<file path="config.mk">
export PLATFORM = sky130hd
export DESIGN_NAME = login_stream_decrypt_unit
export DESIGN_NICKNAME = d
export VERILOG_FILES = /design/src/lsd_pkg.sv /design/src/login_stream_decrypt_unit.sv /design/src/lsd_keystream.sv /design/src/lsd_check.sv
export SDC_FILE = /design/constraint.sdc
export NUM_CORES = 1
export LEC_CHECK = 0
export ABC_AREA = 0
export BUFFER_PORTS_ARGS = -buffer_cell sky130_fd_sc_hd__buf_4
export CAP_MARGIN = 0
export CELL_PAD_IN_SITES_DETAIL_PLACEMENT = 1
export CELL_PAD_IN_SITES_GLOBAL_PLACEMENT = 1
export CORE_MARGIN = 2
export CORE_UTILIZATION = 44
export DETAILED_ROUTE_END_ITERATION = 6
export GPL_ROUTABILITY_DRIVEN = 0
export GPL_TIMING_DRIVEN = 1
export PLACE_DENSITY_LB_ADDON = 0.1
export SYNTH_ARGS = -nofsm -noshare
export SYNTH_HDL_FRONTEND = slang
export SYNTH_SLANG_ARGS = --single-unit
</file>
<file path="constraint.sdc">
create_clock -name clk -period 3 [get_ports clk]
set_clock_uncertainty 0.1 [all_clocks]
set_input_delay 0.45 -clock clk [delete_from_list [all_inputs] [get_ports clk]]
set_output_delay 0.45 -clock clk [all_outputs]
set_load 0.01 [all_outputs]
</file>
<file path="src/lsd_pkg.sv">
`default_nettype none
package lsd_pkg;

  // signature check window
  localparam int CHECK_LENGTH = 62;
  localparam int COUNT_W      = $clog2(CHECK_LENGTH + 1);
  localparam int SIG_POS_MID  = 30;
  localparam int SIG_POS_END  = 60;

  localparam logic [7:0] SIG_FIRST_BYTE = 8'h80;
  localparam logic [7:0] SIG_ZERO_BYTE  = 8'h00;

  localparam int DATA_W = 32;
  localparam int INDEX_W = 2;

  // register indexes of the configuration port
  typedef enum logic [INDEX_W-1:0] {
    REG_SEED    = 2'd0,
    REG_KEY_ONE = 2'd1,
    REG_KEY_TWO = 2'd2
  } reg_index_t;

  // seed reload constants
  localparam logic [31:0] SEED_LOW_XOR   = 32'h0000_1357;
  localparam logic [31:0] SEED_LOW_MASK  = 32'hffff_aaaa;
  localparam logic [31:0] SEED_HIGH_XOR  = 32'h4321_0000;
  localparam logic [31:0] SEED_HIGH_MASK = 32'habcd_ffff;
  localparam logic [31:0] HALF_LOW       = 32'h0000_ffff;
  localparam logic [31:0] HALF_HIGH      = 32'hffff_0000;

  typedef struct packed {
    logic                  we;
    logic [INDEX_W-1:0]    index;
    logic [DATA_W-1:0]     data;
  } cfg_write_t;

  typedef struct packed {
    logic done;
    logic ok;
  } check_t;

  typedef struct packed {
    logic [31:0] high;
    logic [31:0] low;
  } stream_t;

  function automatic stream_t reload_from_seed(input logic [31:0] seed);
    stream_t s;
    s.low  = ((~seed ^ SEED_LOW_XOR) << 16) | ((seed ^ SEED_LOW_MASK) & HALF_LOW);
    s.high = ((seed ^ SEED_HIGH_XOR) >> 16) | ((~seed ^ SEED_HIGH_MASK) & HALF_HIGH);
    return s;
  endfunction

  function automatic stream_t advance_stream(input stream_t cur,
                                             input logic [31:0] key_one,
                                             input logic [31:0] key_two);
    stream_t     s;
    logic [31:0] top;
    logic [31:0] t;
    top    = cur.low << 31;
    t      = ((cur.high >> 1) | top) ^ (key_one - 32'd1);
    t      = (t >> 1) | top;
    s.high = t ^ key_one;
    s.low  = ((cur.low >> 1) | (cur.high << 31)) ^ key_two;
    return s;
  endfunction

endpackage
`default_nettype wire

</file>
<file path="src/login_stream_decrypt_unit.sv">
`default_nettype none
// login stream decryptor with signature check
//
// input channel: in_valid / in_ready carry one request per received byte,
// cipher_byte plus start_req (reload keystream from seed before this byte)
// output channel: out_valid / out_ready carry plain_byte, check_done and
// check_ok for each request, in order, exactly one result per request
// configuration: cfg_we writes cfg_data to register cfg_index
// (0 seed, 1 key_one, 2 key_two, others ignored), write only while idle
//
// out_valid rises in the cycle after accept; one request per cycle while
// the receiver takes results, set by the keystream register pair which
// advances through combinational shift and xor logic
// the output register frees in_ready whenever it is empty or being taken,
// so a stalled receiver holds its result and holds off input only then
// reset: keystream halves and keys zero, byte count zero, signature good,
// output register empty; check_done comes with byte 61 after a start
module login_stream_decrypt_unit
  import lsd_pkg::*;
(
  input  wire logic               clk,
  input  wire logic               rst,
  // configuration write port
  input  wire logic               cfg_we,
  input  wire logic [INDEX_W-1:0] cfg_index,
  input  wire logic [DATA_W-1:0]  cfg_data,
  // request channel
  input  wire logic               in_valid,
  output logic                    in_ready,
  input  wire logic [7:0]         cipher_byte,
  input  wire logic               start_req,
  // result channel
  output logic                    out_valid,
  input  wire logic               out_ready,
  output logic [7:0]              plain_byte,
  output logic                    check_done,
  output logic                    check_ok
);

  cfg_write_t cfg;
  logic       accept;
  logic [7:0] key_byte;
  logic [7:0] plain;
  check_t     check;

  assign cfg.we    = cfg_we;
  assign cfg.index = cfg_index;
  assign cfg.data  = cfg_data;

  // output register empty or draining this cycle
  assign in_ready = !out_valid || out_ready;
  assign accept   = in_valid && in_ready;

  lsd_keystream u_keystream (
    .clk      (clk),
    .rst      (rst),
    .cfg      (cfg),
    .step     (accept),
    .start    (start_req),
    .key_byte (key_byte)
  );

  assign plain = cipher_byte ^ key_byte;

  lsd_check u_check (
    .clk    (clk),
    .rst    (rst),
    .step   (accept),
    .start  (start_req),
    .plain  (plain),
    .result (check)
  );

  // result register, control part
  always_ff @(posedge clk) begin
    if (rst) begin
      out_valid <= 1'b0;
    end else if (in_ready) begin
      out_valid <= in_valid;
    end
  end

  // result register, payload part
  always_ff @(posedge clk) begin
    if (accept) begin
      plain_byte <= plain;
      check_done <= check.done;
      check_ok   <= check.ok;
    end
  end

  // a pass is only reported together with the end of the window
  a_ok_needs_done: assert property (@(posedge clk) disable iff (rst)
    out_valid && check_ok |-> check_done)
    else $error("check_ok without check_done");

  // an accepted request always shows up as a result next cycle
  a_accept_gives_result: assert property (@(posedge clk) disable iff (rst)
    in_valid && in_ready |=> out_valid)
    else $error("accepted request did not produce a result");

  // the byte that carries a start is byte zero, never the end of a window
  a_start_not_done: assert property (@(posedge clk) disable iff (rst)
    in_valid && in_ready && start_req |=> !check_done)
    else $error("check_done on a start byte");

endmodule
`default_nettype wire

</file>
<file path="src/lsd_keystream.sv">
`default_nettype none
module lsd_keystream
  import lsd_pkg::*;
(
  input  wire logic       clk,
  input  wire logic       rst,
  input  wire cfg_write_t cfg,
  input  wire logic       step,
  input  wire logic       start,
  output logic [7:0]      key_byte
);

  logic [31:0] seed;
  logic [31:0] key_one;
  logic [31:0] key_two;
  stream_t     stream;
  stream_t     stream_eff;
  stream_t     stream_next;

  always_ff @(posedge clk) begin
    if (rst) begin
      seed    <= '0;
      key_one <= '0;
      key_two <= '0;
    end else if (cfg.we) begin
      unique case (cfg.index)
        REG_SEED:    seed    <= cfg.data;
        REG_KEY_ONE: key_one <= cfg.data;
        REG_KEY_TWO: key_two <= cfg.data;
        default:     ;
      endcase
    end
  end

  // a start request reloads before this byte is decrypted
  always_comb begin
    stream_eff  = start ? reload_from_seed(seed) : stream;
    stream_next = advance_stream(stream_eff, key_one, key_two);
    key_byte    = stream_eff.low[7:0];
  end

  always_ff @(posedge clk) begin
    if (rst) begin
      stream <= '0;
    end else if (step) begin
      stream <= stream_next;
    end
  end

endmodule
`default_nettype wire

</file>
<file path="src/lsd_check.sv">
`default_nettype none
module lsd_check
  import lsd_pkg::*;
(
  input  wire logic       clk,
  input  wire logic       rst,
  input  wire logic       step,
  input  wire logic       start,
  input  wire logic [7:0] plain,
  output check_t          result
);

  logic [COUNT_W-1:0] byte_count;
  logic [COUNT_W-1:0] byte_count_next;
  logic               signature_good;
  logic               signature_good_next;
  logic [COUNT_W-1:0] count_eff;
  logic               good_eff;

  always_comb begin
    count_eff           = start ? '0 : byte_count;
    good_eff            = start ? 1'b1 : signature_good;
    byte_count_next     = count_eff;
    signature_good_next = good_eff;
    result              = '0;
    if (count_eff < COUNT_W'(CHECK_LENGTH)) begin
      if (count_eff == '0 && plain != SIG_FIRST_BYTE) begin
        signature_good_next = 1'b0;
      end
      if ((count_eff == COUNT_W'(SIG_POS_MID) || count_eff == COUNT_W'(SIG_POS_END))
          && plain != SIG_ZERO_BYTE) begin
        signature_good_next = 1'b0;
      end
      if (count_eff == COUNT_W'(CHECK_LENGTH - 1)) begin
        result.done = 1'b1;
        result.ok   = signature_good_next;
      end
      byte_count_next = count_eff + COUNT_W'(1);
    end
  end

  always_ff @(posedge clk) begin
    if (rst) begin
      byte_count     <= '0;
      signature_good <= 1'b1;
    end else if (step) begin
      byte_count     <= byte_count_next;
      signature_good <= signature_good_next;
    end
  end

endmodule
`default_nettype wire
</file>
## Yosys cells after proc, flatten, opt, wreduce, memory -nomap -nowiden

Cells that the tools add are included.

| cells by class | value |
|---|---|
| multiplexer cells | 8 |
| bitwise gates (word level) | 14 |
| $add $sub $neg | 2 |
| reductions and logical operators | 13 |
| order comparisons | 1 |
| equality and inequality tests | 6 |

Operators by type and width:

| operator | number |
|---|---|
| bitwise OR 31 x 32 -> 32 bit | 3 |
| XOR 32 bit | 3 |
| 2-to-1 mux 64 bit | 1 |
| NOT 32 bit | 1 |
| bitwise OR 16 x 32 -> 32 bit | 1 |
| bitwise OR 32 x 16 -> 32 bit | 1 |
| subtractor 32 x 1 -> 32 bit, second input constant | 1 |
| NOT 26 bit | 1 |
| NOT 8 bit | 2 |
| equality test 6 bit, second input constant | 2 |
| 2-to-1 mux 6 bit | 2 |
| != test 8 bit, second input constant | 1 |
| AND reduction 2 bit | 4 |
| nonzero test 8 bit | 1 |
| XOR 8 bit | 1 |
| adder 6 x 1 -> 6 bit, second input constant | 1 |
| equality test 6 x 5 -> 1 bit, second input constant | 1 |
| logical NOT 6 bit | 1 |
| less-than comparator 6 bit, second input constant | 1 |
| NOT 5 bit | 1 |
| 2-to-1 mux 1 bit | 4 |
| logical AND 1 bit | 3 |
| equality test 2 x 1 -> 1 bit, second input constant | 1 |
| equality test 2 bit, second input constant | 1 |
| 4 further kinds | 5 |

| storage, ports and cells | value |
|---|---|
| output and inout bits | 12 |
| input bits | 48 |
| word-level logic and storage cells | 55 |
| register bits | 178 |

## Longest topological paths before layout

| depth | value |
|---|---|
| depth after elaboration | 10 |
| gate-level depth with buffers | 11 |
| depth with buffers taken out | 9 |

## Hierarchy

From an unflattened synthesis, not the netlist that was laid out.

| second synthesis, totals | value |
|---|---|
| cell total of the unflattened synthesis | 805 |
| area total of the unflattened synthesis | 6869.1 sq um |

By module, submodules not included:

| module | instances | area an instance (sq um) | cells an instance | sequential area each (sq um) |
|---|---|---|---|---|
| lsd_keystream | 1 | 5967.0 | 723 | 2722.6 |
| lsd_check | 1 | 476.7 | 59 | 140.1 |
| login_stream_decrypt_unit | 1 | 425.4 | 23 | 320.3 |

## Worst setup path before layout

Ideal clock, no wire load.

| timing path | value |
|---|---|
| path kind | input-to-reg |
| from | in start_req |
| to | reg check_ok, data pin |
| setup time | 0.180 ns |
| stages | 10 |
| path slack | 0.607 ns |
| data required time | 2.720 ns |
| arrival | 2.113 ns |
| buffers on the path | 2 |
| path through | buf_2 > inv_1 > clkbuf_1 > nand2_1 > ha_1 > mux2_2 > nand2_1 > mux2i_1 > nand3b_1 > a221oi_1 |

| on the way | value |
|---|---|
| cells in the longest elaborated chain, start to end | 6 |
| elaborated cells on any way between the ends | 17 |
| classes of those cells | order compare (1); eq/ne (4); mux (5); bitwise (1); reduce/logical (6) |

Ends and longest elaborated chain:

| what | RTL line | source |
|---|---|---|
| start: declaration | login_stream_decrypt_unit.sv:31 | `input wire logic start_req,` |
| 2-to-1 mux 64 bit | lsd_keystream.sv:37 | `stream_eff = start ? reload_from_seed(seed) : stream;` |
| XOR 8 bit | login_stream_decrypt_unit.sv:63 | `assign plain = cipher_byte ^ key_byte;` |
| != test 8 bit | lsd_check.sv:27 | `if (count_eff == '0 && plain != SIG_FIRST_BYTE) begin` |
| logical AND 1 bit | lsd_check.sv:27 |  |
| 2-to-1 mux 1 bit | lsd_check.sv:27 |  |
| 2-to-1 mux 1 bit | lsd_check.sv:30 | `if ((count_eff == COUNT_W'(SIG_POS_MID) \|\| count_eff == COUNT_W'(SIG_POS_END))` |
| end signal: assignment | login_stream_decrypt_unit.sv:88 | `check_ok <= check.ok;` |
| end: declaration | login_stream_decrypt_unit.sv:37 | `output logic check_ok` |

Parallel ways exist; a longest one is shown, timed or not.
A chain may end at the register's enable or synchronous reset.

## Worst setup path after layout

Ends and elaborated chain as after synthesis.

==> flow_metrics.tcl <==
set metrics [dict create \
    worst-setup-path-type "primary input to flip-flop" \
    drc 0 \
    synth_flop_cell "dfxtp_1" \
    drive_gt1_frac 0.131 \
    clkPwrFrac 0.442 \
    synth.distinct_cells 46 \
    grt-ovfl-total 0 \
    worstReg2RegEnd "u_keystream.stream[60]$_SDFFE_PP0P_" \
    rrSetupSlack_ns 0.73 \
    die_y_um 128 \
    mostFrequentLayoutCells "244 x nand2_1, 144 x dfxtp_1, 124 x a21oi_1, 72 x buf_4, 56 x xnor2_1" \
    synth_area_leaders "dfxtp_1 43%, nand2_1 14%, a21oi_1 9.2%" \
    nNetsFinal 923 \
    grt_max_degree 56 \
    clock_latency_ns 0.43 \
    max_slew_margin 0.572 \
    antenna_found_initial 0 \
    arrival_ns 2.41 \
    ys_seq_area_frac 0.470 \
    numClockSinks 154 \
    synthCells 832 \
    cts_buffers 17 \
    tns_ns 0 \
    post_cts_resized 0 \
    fp.dieW_um 128 \
    start_util 0.448 \
    num_rows 45 \
    viasPerCell 5.45 \
    yosys.area.top_type "dfxtp_1" \
    yosysWarnings 0 \
    critPathLaunch "start_req" \
    firstDrtPassIters 4 \
    nFillCells 1837 \
    power_frac_seq 0.433 \
    clkTransAtPathRegs_ns 0.06 \
    place_inst 1040 \
    synth.avg_cell_area_um2 8.15 \
    cp-endpoint "check_ok$_SDFFCE_PN0P_" \
    drt_wl_total_um 20000 \
    cts_tree "yes" \
    ant_nets 0 \
    p_sw_frac 0.257 \
    coreArea_um2 15100 \
    final_util 0.529 \
    cts.htree.levels 4 \
    synth_top_area_frac 0.425 \
    synthArstFlopShare 0 \
    leakage_uw 0.00300 \
    final_common_cell "nand2_1" \
    grt_pass1_vias 6005 \
    timing.final.crit_period_ns 2.28 \
    cts_setup_buffers 0 \
    dieArea_um2 16400 \
    diodes 0 \
    slew_viol_final 0 \
    grt_pass1_wl_um 31800 \
    synth-edff-count 10 \
    worstMarginPinSlew_ns 0.642 \
    intPower_uw 3870 \
    cp_max_fo 31 \
    track_usage 0.252 \
    clk_path_buf_depth 2 \
    power.switching_uw 1340 \
    place_hpwl_um 13800 \
    first_iter_violations 301 \
    finalSetupViolations 0 \
    outcome "finished, final reports clean" \
    required_ns 3.13 \
    dp_slack_ns 0.372 \
    syn_area_um2 6780 \
    rsz0062_at_grt "false" \
    synth-seq-cells 154 \
    dr_total_vias 5846 \
    p_per_area_nw_per_um2 650 \
    reg2regPathDepth 6 \
    pin_count 60 \
    portBuffers 59 \
    worst_setup_path_start_kind "primary input" \
    ir_drop_uv 439 \
    root_buffer "clkbuf_16" \
    holdBufCountCts 0 \
    fmax_mhz 438 \
    end_kind "flip-flop" \
    min_path_type "primary input to flip-flop" \
    fin_ws_ns 0.718 \
    period_share 0.761 \
    wl_per_cell_um 18.6 \
    drv_cap 0 \
    hold_viol_final 0 \
    syn2layout_area_growth_pct 18.2 \
    combPwrFrac 0.125 \
    layoutNonFillerInstCount 1072 \
    r2r_start "u_keystream.key_one[4]$_SDFFE_PP0P_" \
    synthesis.nets 884 \
]
sequential cells by signal, indices dropped and copies added, names as in the netlist:
signal and flops:
u_keystream.stream 48, check_done 1, u_keystream.seed 24, out_valid 1, u_keystream.key_two 32, u_keystream.key_one 32, plain_byte 8, u_check.signature_good 1
u_check.byte_count 6, check_ok 1
layer usage:
layer / vias up / global-route usage / share of wire
li1: 2849 / - / -
met3: 21 / 0.0426 / 0.033
met1: 2884 / 0.311 / 0.45
met2: 92 / 0.452 / 0.51
met4: 0 / 0.0705 / 0.011
met5: - / 0 / 0
cells by family (layout without fill, tap and decap cells):
group / count (synthesis) / after routing / synth area share
fa+ha+maj: 4 / 4 / 0.00738
buf+inv: 59 / 111 / 0.0334
mux: 22 / 22 / 0.0327
compound gates: 185 / 185 / 0.150
simple gates: 330 / 330 / 0.206
flops: 154 / 154 / 0.470
xor+xnor: 78 / 78 / 0.101
worst min-delay path by stage:
stage,slack [ns],to,from,depth (start not counted)
6_report,0.18,out_valid$_SDFFE_PP0N_,in_valid,3
5_1_grt,0.19,u_keystream.key_one[18]$_SDFFE_PP0P_,cfg_data[18],3
4_1_cts,0.17,u_keystream.key_one[27]$_SDFFE_PP0P_,cfg_data[27],3
3_5_place_dp,0.34,u_keystream.stream[16]$_SDFFE_PP0P_,u_keystream.stream[16]$_SDFFE_PP0P_,2
3_3_place_gp,0.33,u_keystream.stream[52]$_SDFFE_PP0P_,u_keystream.stream[52]$_SDFFE_PP0P_,2
2_1_floorplan,0.32,u_keystream.stream[52]$_SDFFE_PP0P_,u_keystream.stream[52]$_SDFFE_PP0P_,2
through the flow:
stage               hold WS [ns]  area, um2  power (uW)
finish                     0.178       8010        5210
global route               0.187       8010        5420
CTS                        0.172       8010        5250
detailed placement         0.345       7370        2950
global placement           0.334       7370        2930
floorplan                  0.320       6780        2720
critical path, cell delays in order:
cell and delay (ns):
buf_4 0.36, inv_1 0.16, nand2_1 0.16, inv_1 0.10, ha_1 0.20, mux2_2 0.25
nand2_1 0.09, mux2i_1 0.08, nand3b_1 0.21, a221oi_1 0.34
synthesized netlist by cell type, drive strengths merged (3+ instances only):
library cell,count
o21ai,26
clkbuf,47
or4,6
nand2b,3
o21a,3
nor3,6
a21boi,5
nand2,244
nand3b,5
edfxtp,10
ha,4
buf,6
mux2i,21
xnor2,56
a211oi,21
nor4,5
inv,5
a21oi,124
xor2,22
nand4,3
dfxtp,144
nand3,5
nor2,42
final cells by class:
class,count,area [um2],area share
clock buffers,19,475,0.0593
multi-input cells,619,3370,0.421
repair buffers,73,561,0.0700
well taps,188,235,0.0294
flip-flops and latches,154,3180,0.397
inverters,6,22.5,0.00281
clock inverters,13,161,0.0201
power by group through the flow:
| stage | clock (uW) | combinational (uW) | sequential [uW] |
|---|---|---|---|
| detailed placement | 0 | 649 | 2300 |
| global route | 2420 | 725 | 2270 |
| floorplan | 0 | 434 | 2280 |
| CTS | 2330 | 657 | 2260 |
| finish | 2300 | 652 | 2260 |
| global placement | 0 | 630 | 2300 |
No activity file was read; power rests on OpenSTA's default activity.
